`config.mk`:
```
export PLATFORM = sky130hd
export DESIGN_NAME = sphere_point_4d_marsaglia_top
export DESIGN_NICKNAME = d
export VERILOG_FILES = /design/src/sv/spm4d_pkg.sv /design/src/sv/sphere_point_4d_marsaglia_top.sv
export SDC_FILE = /design/constraint.sdc
export NUM_CORES = 2
export LEC_CHECK = 0
export BUFFER_PORTS_ARGS = -buffer_cell sky130_fd_sc_hd__buf_2
export CAP_MARGIN = 20
export CORE_UTILIZATION = 35
export DETAILED_ROUTE_END_ITERATION = 6
export GPL_ROUTABILITY_DRIVEN = 0
export RECOVER_POWER = 100
export SLEW_MARGIN = 20
export SYNTH_ARGS = -nofsm -noshare
export SYNTH_HDL_FRONTEND = slang
export SYNTH_SLANG_ARGS = --single-unit
```
`constraint.sdc`:
```
create_clock -name clock -period 21.8 [get_ports clock]
set_input_delay 4.36 -clock clock [delete_from_list [all_inputs] [get_ports clock]]
set_output_delay 4.36 -clock clock [all_outputs]
set_load 0.03 [all_outputs]
```
`src/sv/spm4d_pkg.sv`:
```
// Package for the 4D sphere point generator: state codes, field widths and constants.
// Used by sphere_point_4d_marsaglia_top and its checker; depends on nothing.
package spm4d_pkg;

   localparam int SAMPLE_BITS_DEFAULT = 16;
   localparam int RADIUS_W            = 16;
   localparam logic [RADIUS_W-1:0] RADIUS_RESET = 16'd4096;
   localparam int COORD_W             = 22;
   localparam int COORD_COUNT         = 4;
   localparam int RSP_DATA_W          = 88;

   // 1.0 in Q2.32, 1.0 in Q1.16, largest output magnitude in Q6.16
   localparam logic [33:0] ONE_Q32 = 34'h1_0000_0000;
   localparam logic [16:0] ONE_Q16 = 17'h1_0000;
   localparam logic [COORD_W-1:0] OUT_MAX = 22'd1048576;

   localparam int MUL_STEPS  = 33;
   localparam int DIV_STEPS  = 33;
   localparam int SQRT_STEPS = 17;

   typedef enum logic [3:0] {
      ST_IDLE,
      ST_SQ_A,
      ST_SQ_B,
      ST_CHECK,
      ST_MUL,
      ST_DIV,
      ST_SQRT,
      ST_EMIT,
      ST_DONE
   } state_type;

endpackage

```
`src/sv/sphere_point_4d_marsaglia_top.sv`:
```
// Channel   | Dir | Fields (low bit first)
// req_      | in  | tdata: uniform_a, uniform_b
// rsp_      | out | tdata: coord_0, coord_1, coord_2, coord_3
// csr_      | in  | wdata: radius
// After a first pair the block runs two squares and one check before it is ready again.
// An accepted second pair runs, for each of the last two coordinates, a bit-serial
// multiply, restoring divide and square root; then the four coordinates pass one by one
// through the shared radius multiplier. The radius multiply with rounding and saturation
// sets the clock.
// Reset is synchronous: phase returns to 0, radius to 1.0, no result pending.
// A finished result waits in the output register; new pairs are taken meanwhile.
// Depends on spm4d_pkg.
module sphere_point_4d_marsaglia_top #(
   parameter int SAMPLE_BITS = spm4d_pkg::SAMPLE_BITS_DEFAULT
) (
   input  logic clock,
   input  logic reset,
   input  logic req_tvalid,
   output logic req_tready,
   // uniform_a, uniform_b
   input  logic [((2*SAMPLE_BITS+7)/8)*8-1:0] req_tdata,
   output logic rsp_tvalid,
   input  logic rsp_tready,
   // coord_0, coord_1, coord_2, coord_3
   output logic [spm4d_pkg::RSP_DATA_W-1:0] rsp_tdata,
   input  logic csr_wen,
   input  logic [spm4d_pkg::RADIUS_W-1:0] csr_wdata
);
   import spm4d_pkg::*;

   state_type state_ff, state_in;

   logic [RADIUS_W-1:0] radius_ff;
   logic                phase_ff;
   logic [5:0]          cnt_ff;

   logic        cur_neg_a_ff, cur_neg_b_ff;
   logic [16:0] cur_mag_a_ff, cur_mag_b_ff;
   logic [33:0] sq_a_ff, sq_b_ff;
   logic [33:0] norm_ff;

   logic        held_neg_a_ff, held_neg_b_ff;
   logic [16:0] held_mag_a_ff, held_mag_b_ff;
   logic [32:0] rest_ff;

   logic        sel_ff;
   logic [66:0] acc_ff;
   logic [33:0] sq_op_ff, sq_res_ff, sq_bit_ff;
   logic [16:0] root_a_ff, root_b_ff;

   logic [COORD_W-1:0] coord_ff [COORD_COUNT];
   logic               rsp_tvalid_ff;
   logic [RSP_DATA_W-1:0] rsp_tdata_ff;

   // sample alignment to Q0.16 and y = 1 - 2u as sign and magnitude
   logic [SAMPLE_BITS+15:0] ext_a, ext_b;
   logic [15:0] u_a, u_b;
   logic [16:0] two_u_a, two_u_b;
   logic        neg_a, neg_b;
   logic [16:0] mag_a, mag_b;

   assign ext_a   = {req_tdata[SAMPLE_BITS-1:0], 16'd0};
   assign ext_b   = {req_tdata[2*SAMPLE_BITS-1:SAMPLE_BITS], 16'd0};
   assign u_a     = ext_a[SAMPLE_BITS+15 -: 16];
   assign u_b     = ext_b[SAMPLE_BITS+15 -: 16];
   assign two_u_a = {u_a, 1'b0};
   assign two_u_b = {u_b, 1'b0};
   assign neg_a   = two_u_a > ONE_Q16;
   assign neg_b   = two_u_b > ONE_Q16;
   assign mag_a   = neg_a ? two_u_a - ONE_Q16 : ONE_Q16 - two_u_a;
   assign mag_b   = neg_b ? two_u_b - ONE_Q16 : ONE_Q16 - two_u_b;

   logic [33:0] square;
   assign square = 34'(state_ff == ST_SQ_A ? cur_mag_a_ff : cur_mag_b_ff)
                 * 34'(state_ff == ST_SQ_A ? cur_mag_a_ff : cur_mag_b_ff);

   logic [33:0] norm_sum;
   logic        norm_ok, norm_in_disc;
   assign norm_sum     = sq_a_ff + sq_b_ff;
   assign norm_in_disc = norm_sum <= ONE_Q32;
   assign norm_ok      = norm_in_disc && (norm_sum != 34'd0);

   // serial multiply step: add multiplicand on low bit, shift right
   logic [33:0] mcand;
   logic [34:0] mul_sum;
   assign mcand   = sel_ff ? sq_b_ff : sq_a_ff;
   assign mul_sum = 35'(acc_ff[66:33]) + (acc_ff[0] ? 35'(mcand) : 35'd0);

   // restoring divide step
   logic [34:0] div_t, div_r;
   logic        div_ge;
   assign div_t  = {acc_ff[66:33], acc_ff[32]};
   assign div_ge = div_t >= 35'(norm_ff);
   assign div_r  = div_ge ? div_t - 35'(norm_ff) : div_t;

   // square root step
   logic [33:0] sq_trial;
   logic        sq_ge;
   assign sq_trial = sq_res_ff + sq_bit_ff;
   assign sq_ge    = sq_op_ff >= sq_trial;

   // shared radius multiplier with rounding and saturation
   logic [16:0]        emit_mag;
   logic               emit_neg;
   logic [32:0]        emit_prod;
   logic [33:0]        emit_rnd;
   logic [COORD_W-1:0] emit_q, emit_sat, emit_val;
   always_comb begin
      unique case (cnt_ff[1:0])
         2'd0: begin emit_mag = held_mag_a_ff; emit_neg = held_neg_a_ff; end
         2'd1: begin emit_mag = held_mag_b_ff; emit_neg = held_neg_b_ff; end
         2'd2: begin emit_mag = root_a_ff;     emit_neg = cur_neg_a_ff;  end
         default: begin emit_mag = root_b_ff;  emit_neg = cur_neg_b_ff;  end
      endcase
   end
   assign emit_prod = 33'(radius_ff) * 33'(emit_mag);
   assign emit_rnd  = 34'(emit_prod) + 34'd2048;
   assign emit_q    = emit_rnd[33:12];
   assign emit_sat  = emit_q > OUT_MAX ? OUT_MAX : emit_q;
   assign emit_val  = emit_neg ? COORD_W'(-emit_sat) : emit_sat;

   logic out_free;
   assign out_free = !rsp_tvalid_ff || rsp_tready;

   // next state
   always_comb begin
      state_in = state_ff;
      unique case (state_ff)
         ST_IDLE:  if (req_tvalid) state_in = ST_SQ_A;
         ST_SQ_A:  state_in = ST_SQ_B;
         ST_SQ_B:  state_in = ST_CHECK;
         ST_CHECK: state_in = (phase_ff && norm_ok) ? ST_MUL : ST_IDLE;
         ST_MUL:   if (cnt_ff == 6'(MUL_STEPS-1)) state_in = ST_DIV;
         ST_DIV:   if (cnt_ff == 6'(DIV_STEPS-1)) state_in = ST_SQRT;
         ST_SQRT:  if (cnt_ff == 6'(SQRT_STEPS-1)) state_in = sel_ff ? ST_EMIT : ST_MUL;
         ST_EMIT:  if (cnt_ff == 6'(COORD_COUNT-1)) state_in = ST_DONE;
         ST_DONE:  if (out_free) state_in = ST_IDLE;
         default:  state_in = ST_IDLE;
      endcase
   end

   // outputs
   always_comb begin
      req_tready = (state_ff == ST_IDLE);
      rsp_tvalid = rsp_tvalid_ff;
      rsp_tdata  = rsp_tdata_ff;
   end

   always_ff @(posedge clock) begin
      if (reset) begin
         state_ff      <= ST_IDLE;
         radius_ff     <= RADIUS_RESET;
         phase_ff      <= 1'b0;
         cnt_ff        <= '0;
         sel_ff        <= 1'b0;
         rsp_tvalid_ff <= 1'b0;
      end else begin
         state_ff <= state_in;
         if (csr_wen) radius_ff <= csr_wdata;
         if (state_in != state_ff) begin
            cnt_ff <= '0;
         end else begin
            cnt_ff <= cnt_ff + 6'd1;
         end
         if (state_ff == ST_CHECK) begin
            sel_ff <= 1'b0;
            if (!phase_ff && norm_in_disc) phase_ff <= 1'b1;
            if (phase_ff && norm_ok) phase_ff <= 1'b0;
         end
         if (state_ff == ST_SQRT && cnt_ff == 6'(SQRT_STEPS-1)) sel_ff <= 1'b1;
         if (state_ff == ST_DONE && out_free) begin
            rsp_tvalid_ff <= 1'b1;
         end else if (rsp_tready) begin
            rsp_tvalid_ff <= 1'b0;
         end
      end
   end

   // datapath, no reset needed
   always_ff @(posedge clock) begin
      unique case (state_ff)
         ST_IDLE: begin
            cur_neg_a_ff <= neg_a;
            cur_neg_b_ff <= neg_b;
            cur_mag_a_ff <= mag_a;
            cur_mag_b_ff <= mag_b;
         end
         ST_SQ_A: sq_a_ff <= square;
         ST_SQ_B: sq_b_ff <= square;
         ST_CHECK: begin
            norm_ff <= norm_sum;
            acc_ff  <= {34'd0, rest_ff};
            if (!phase_ff && norm_in_disc) begin
               held_neg_a_ff <= cur_neg_a_ff;
               held_neg_b_ff <= cur_neg_b_ff;
               held_mag_a_ff <= cur_mag_a_ff;
               held_mag_b_ff <= cur_mag_b_ff;
               rest_ff       <= 33'(ONE_Q32 - norm_sum);
            end
         end
         ST_MUL: acc_ff <= {mul_sum, acc_ff[32:1]};
         ST_DIV: begin
            acc_ff <= {div_r[33:0], acc_ff[31:0], div_ge};
            if (cnt_ff == 6'(DIV_STEPS-1)) begin
               sq_op_ff  <= {acc_ff[31:0], div_ge} == 33'd0 ? 34'd0
                          : {1'b0, acc_ff[31:0], div_ge};
               sq_res_ff <= '0;
               sq_bit_ff <= ONE_Q32;
            end
         end
         ST_SQRT: begin
            if (sq_ge) begin
               sq_op_ff  <= sq_op_ff - sq_trial;
               sq_res_ff <= (sq_res_ff >> 1) + sq_bit_ff;
            end else begin
               sq_res_ff <= sq_res_ff >> 1;
            end
            sq_bit_ff <= sq_bit_ff >> 2;
            if (cnt_ff == 6'(SQRT_STEPS-1)) begin
               // reload the multiply for the second coordinate
               acc_ff <= {34'd0, rest_ff};
               if (sel_ff) begin
                  root_b_ff <= sq_ge ? 17'((sq_res_ff >> 1) + sq_bit_ff)
                                     : 17'(sq_res_ff >> 1);
               end else begin
                  root_a_ff <= sq_ge ? 17'((sq_res_ff >> 1) + sq_bit_ff)
                                     : 17'(sq_res_ff >> 1);
               end
            end
         end
         ST_EMIT: coord_ff[cnt_ff[1:0]] <= emit_val;
         ST_DONE: begin
            if (out_free) begin
               rsp_tdata_ff <= {coord_ff[3], coord_ff[2], coord_ff[1], coord_ff[0]};
            end
         end
         default: ;
      endcase
   end

endmodule

```
# Yosys cells after proc, flatten, opt, wreduce, memory -nomap -nowiden
# Memory sizes are Yosys's and may differ from the RTL's. A register that Yosys moved wholly into a read port is not among the register bits.
# Index checks and enable logic that the tools add are counted.
# Widths: inputs -> output; s select.
# word_totals
register_bits	439
ramBits	88
input_bits	53
out_inout_bits	90
memories	1
# classes
add_sub_neg	14
n_mul	2
n_lt_le_gt_ge	6
eq_ne	17
muxes	39
bitwise	1
reduce_logical	26
# mem_list
memory	words	width	rd	rd_clocked_by_memory_dff	wr	line	text
coord_ff	4	22	4	4	1	sphere_point_4d_marsaglia_top.sv:51	logic [COORD_W-1:0] coord_ff [COORD_COUNT];
# op_table
op	n
$mux 34	8
$pmux 67 s4	1
$pmux 34 s2	3
$add 34x34->34	2
$mux 17	4
$sub 34x34->34	2
$mux 67	1
$pmux 17 s3	1
$mux 22	2
$pmux 4 s9	1
$add 34x34->35	1
$ge 35x34->1	1
$add 33x12->34 const B	1
$add 33x34->34	1
$ge 34x34->1	1
$gt 17x17->1 const B	2
$le 34x33->1 const B	1
$mul 17x17->34	1
$reduce_bool 34->1	1
$sub 17x17->17 const A	2
$sub 17x17->17 const B	2
$logic_not 33->1	1
$mul 16x17->33	1
$mux 33	1
other kinds (32)	63

# Longest topological paths before layout
# depth
depth_word	8
depth_mapped	40

# Worst setup path after synthesis
# No wires, ideal clock.
# synth_timing
path_kind	register to register
startpoint	reg cnt_ff[0]
endpoint	mem coord_ff[0][18], data pin
setup_ns	0.203
t_arrival_ns	9.559
t_required_ns	21.597
setup_slack_ns	12.038
path_stages_with_launch	41
path_buffers	5
period_less_slack_ns	9.762
cell_sequence	dfxtp_1 > inv_1 > ha_1 > clkbuf_1 > clkbuf_1 > a222oi_1 > a21oi_1 > clkbuf_1 > nand2_1 > fa_1 > inv_1 > fa_1 > inv_1 > fa_1 > inv_1 > fa_1 > fa_1 > inv_1 > (+5 left out) > nor2_1 > or2_2 > a2111oi_0 > a211oi_1 > or2_2 > or4b_2 > a211oi_1 > a41o_1 > clkbuf_1 > and2_1 > inv_1 > ha_1 > nand2_1 > nor4_1 > inv_1 > o211ai_1 > and3_1 > nor3_1
# synth_via
elab_chain_len	8
elab_cells_between_ends	11
cone_classes	add/sub (2); mul (1); order compare (1); eq/ne (2); mux (4); reduce/logical (1)
# synth_rtl
element	line	text
start: declaration	sphere_point_4d_marsaglia_top.sv:35	logic [5:0] cnt_ff;
start signal: assignment	sphere_point_4d_marsaglia_top.sv:163	cnt_ff <= cnt_ff + 6'd1;
$eq 2x2->1 (tied with other cells)	sphere_point_4d_marsaglia_top.sv:109	unique case (cnt_ff[1:0])
$pmux 17 s3 *	sphere_point_4d_marsaglia_top.sv:109	
$mul 16x17->33 *	sphere_point_4d_marsaglia_top.sv:116	assign emit_prod = 33'(radius_ff) * 33'(emit_mag);
$add 33x12->34 *	sphere_point_4d_marsaglia_top.sv:117	assign emit_rnd = 34'(emit_prod) + 34'd2048;
$gt 22x21->1	sphere_point_4d_marsaglia_top.sv:119	assign emit_sat = emit_q > OUT_MAX ? OUT_MAX : emit_q;
$mux 22 *	sphere_point_4d_marsaglia_top.sv:119	
named net emit_sat[0]	sphere_point_4d_marsaglia_top.sv:107	logic [COORD_W-1:0] emit_q, emit_sat, emit_val;
$neg 22->22 *	sphere_point_4d_marsaglia_top.sv:120	assign emit_val = emit_neg ? COORD_W'(-emit_sat) : emit_sat;
$mux 22 *	sphere_point_4d_marsaglia_top.sv:120	
named net emit_val[18]	sphere_point_4d_marsaglia_top.sv:107	
end: declaration	sphere_point_4d_marsaglia_top.sv:51	
# The timed path passes the listed nets; every way through them passes the cells marked *.

# Final worst setup path
# Ends and elaborated chain as after synthesis.

==> metrics <==
total track usage around 18%; H-tree depth 3; per-cell routed wire length ~19 um; ys async rst share 0%; Netlist cell types 85; post-synthesis register bit count roughly 580; status complete, but fails checks; vias in the first global route between 30000 and 40000; critical path class reg2reg; Clk pin slew, worst setup/hold paths 0.06 ns; setup bufs post-CTS 0; Crit-path slowest cell ha_1; final cycle utilization of the critical path about 50%; number of synthesized flops with an enable pin roughly 560; Critical Path Fanout Max 22; ratio of cells with drive above 1 in the final layout 5.20%; Tmin final about 11 ns; placed cell area roughly 50000 um2; failing checks max-capacitance violations, max-slew violations; Crit path largest cell delay roughly 0.70 ns; Pre-antenna DRT Iters 7; DRC viols 0; WL final 121 mm; GRT overflow 0; Seq/Total Area, Yosys between 30% and 40%; multi-input logic area between 20000 and 30000 um2; Final Setup Violations 0; Starting Density a little over a third; Area growth syn-to-layout 10.3%; Post-Syn Nets between 5000 and 6000; Detail Route Antenna Nets 0; setup ws final 10.69 ns; CTS buffer count 70; setup tns final 0 ns; Post-Syn Area approximately 48000 um2; die height roughly 370 um; via count 33400; clk_lat worst skew ~0.67 ns; vias per cell around 5; top-area cell type share of the netlist area between 30% and 40%; Startpoint Class flop; Placeable Area 134000 um2; top post-synthesis cells by area edfxtp_1 35%, fa_1 16%, ha_1 10%, inv_1 4.8%, nand2_1 3.4%; antenna violations before repair 7; IO Pins approximately 140; largest net degree at the start of global routing 90; TritonCTS clock tree built; Port Buf Inserts between 100 and 150; WHS Path Cells 0; maximum clock frequency 90.0 MHz; RSZ-0062 raised after global routing false; Clock Tree Buf Depth 3; top-count cell post-synth inv_1; nets between 5000 and 6000; dpl ws approximately 11 ns; top cell type by total area after synthesis edfxtp_1; clock skew roughly 0.046 ns; Avg Cell Area, Syn about 10 um2; WHS 0.411 ns; Final Cell Area 52400 um2; Slew Limit Headroom -191%; cells after synthesis between 4000 and 5000; placed wire-length estimate between 90 and 100 mm; FF/Latch Area between 15000 and 20000 um2; die footprint around 140000 um2; critical path required time 22.19 ns; worst slew pin tran approximately 4.4 ns; max-cap violation count 23; initial detailed-routing violation count between 2000 and 2500; first-pass GRT wire length about 190 mm; most common flop cell mapped by yosys edfxtp_1; Fillers 13200; Slew Viols, Final about 950; worst min path class reg2reg; FF-to-FF path depth 34; Resized Gates After CTS 0; Clk Tree Root Cell clkbuf_16; commonest cells in the netlist 604 x inv_1, 555 x edfxtp_1, 434 x nand2_1; most used cell, CP inv_1; Yosys warning total 0; std cell rows approximately 130; Worst Path Arrival about 12 ns; Worst Setup End Kind flop; CTS sink count 584; Final Hold Fails 0; die width 371 um; Hold Buf Count CTS 0
[kinds of logic (layout without fill, tap and decap cells)]
kind of cell / Yosys count / after routing / synth area share, %
AOI/OAI and AO/OA: 796 / 796 / 10.8
buffers and inverters: 751 / 931 / 5.96
adders and majority gates: 772 / 772 / 26.2
muxes: 119 / 119 / 2.56
and+or+nand+nor: 1295 / 1295 / 13.1
xor gates and xnor gates: 275 / 275 / 5.07
DFF: 584 / 584 / 36.3
other: 0 / 4 / 0
[registers in the layout (all words and copies together) (netlist names), 17 cells and up]
register	count
coord_ff	88
rsp_tdata	88
acc_ff	67
sq_op_ff	34
sq_res_ff	34
norm_ff	32
rest_ff	31
sq_a_ff	31
sq_b_ff	31
root_a_ff	17
root_b_ff	17
sq_bit_ff	17
[cells in the final DEF (no fill, tap or decap), types with 61 or more instances in the layout]
| cell type | n |
|---|---|
| nor2_1 | 312 |
| ha_1 | 397 |
| fa_1 | 375 |
| nand2_1 | 433 |
| clkbuf_16 | 73 |
| a21o_1 | 91 |
| inv_1 | 603 |
| xor2_1 | 115 |
| and2_1 | 144 |
| nor3_1 | 71 |
| o21ai_0 | 183 |
| a21oi_1 | 220 |
| xnor2_1 | 160 |
| nor2b_1 | 61 |
| mux2i_1 | 99 |
| edfxtp_1 | 555 |
| clkbuf_1 | 132 |
[critical path, delay by kind of cell, from the launching register on]
kind                     cells  cell delay (ns)
AO/OA/AOI/OAI                7             1.99
adder cells (fa/ha/maj)      9             4.19
flip-flops                   1             0.35
buffers and inverters        8             1.16
AND/OR/NAND/NOR             10             3.09
[metal layers]
layer | GRT usage (%) | part of all wire, % | up-vias
met3 | 2.88 | 5.7 | 183
li1 | - | - | 16000
met1 | 23.8 | 45 | 16400
met4 | 5.07 | 2.7 | 4
met5 | 0 | 0.022 | -
met2 | 28.9 | 47 | 864
[metrics by stage]
step	utilization, %	std cells
floorplan	-	4592
global placement	37.5	6410
detailed placement	37.5	6410
CTS	39.3	6539
global route	39.1	6544
finish	39.1	6544
[path summary, 6_finish.rpt]
kind | end | slack, ns | from
max | coord_ff[0][18] | 10.69 | cnt_ff[0]
min | rsp_tdata[14] | 0.41 | coord_ff[0][14]
max reg2reg | coord_ff[0][18] | 10.69 | cnt_ff[0]
min reg2reg | rsp_tdata[14] | 0.41 | coord_ff[0][14]
[final cells by class]
| class | count | share of cell area, % |
|---|---|---|
| clock buffer | 85 | 3.57 |
| sequential | 584 | 32.9 |
| antenna | 4 | 0.0191 |
| inverter | 611 | 4.37 |
| clock inverter | 44 | 0.933 |
| tap | 1768 | 4.22 |
| timing repair buffer | 191 | 1.66 |
| multi-input combinational | 3257 | 52.3 |
Power is not shown: default switching activity piles up to over one toggle a cycle in this logic, so the estimate is an artifact.
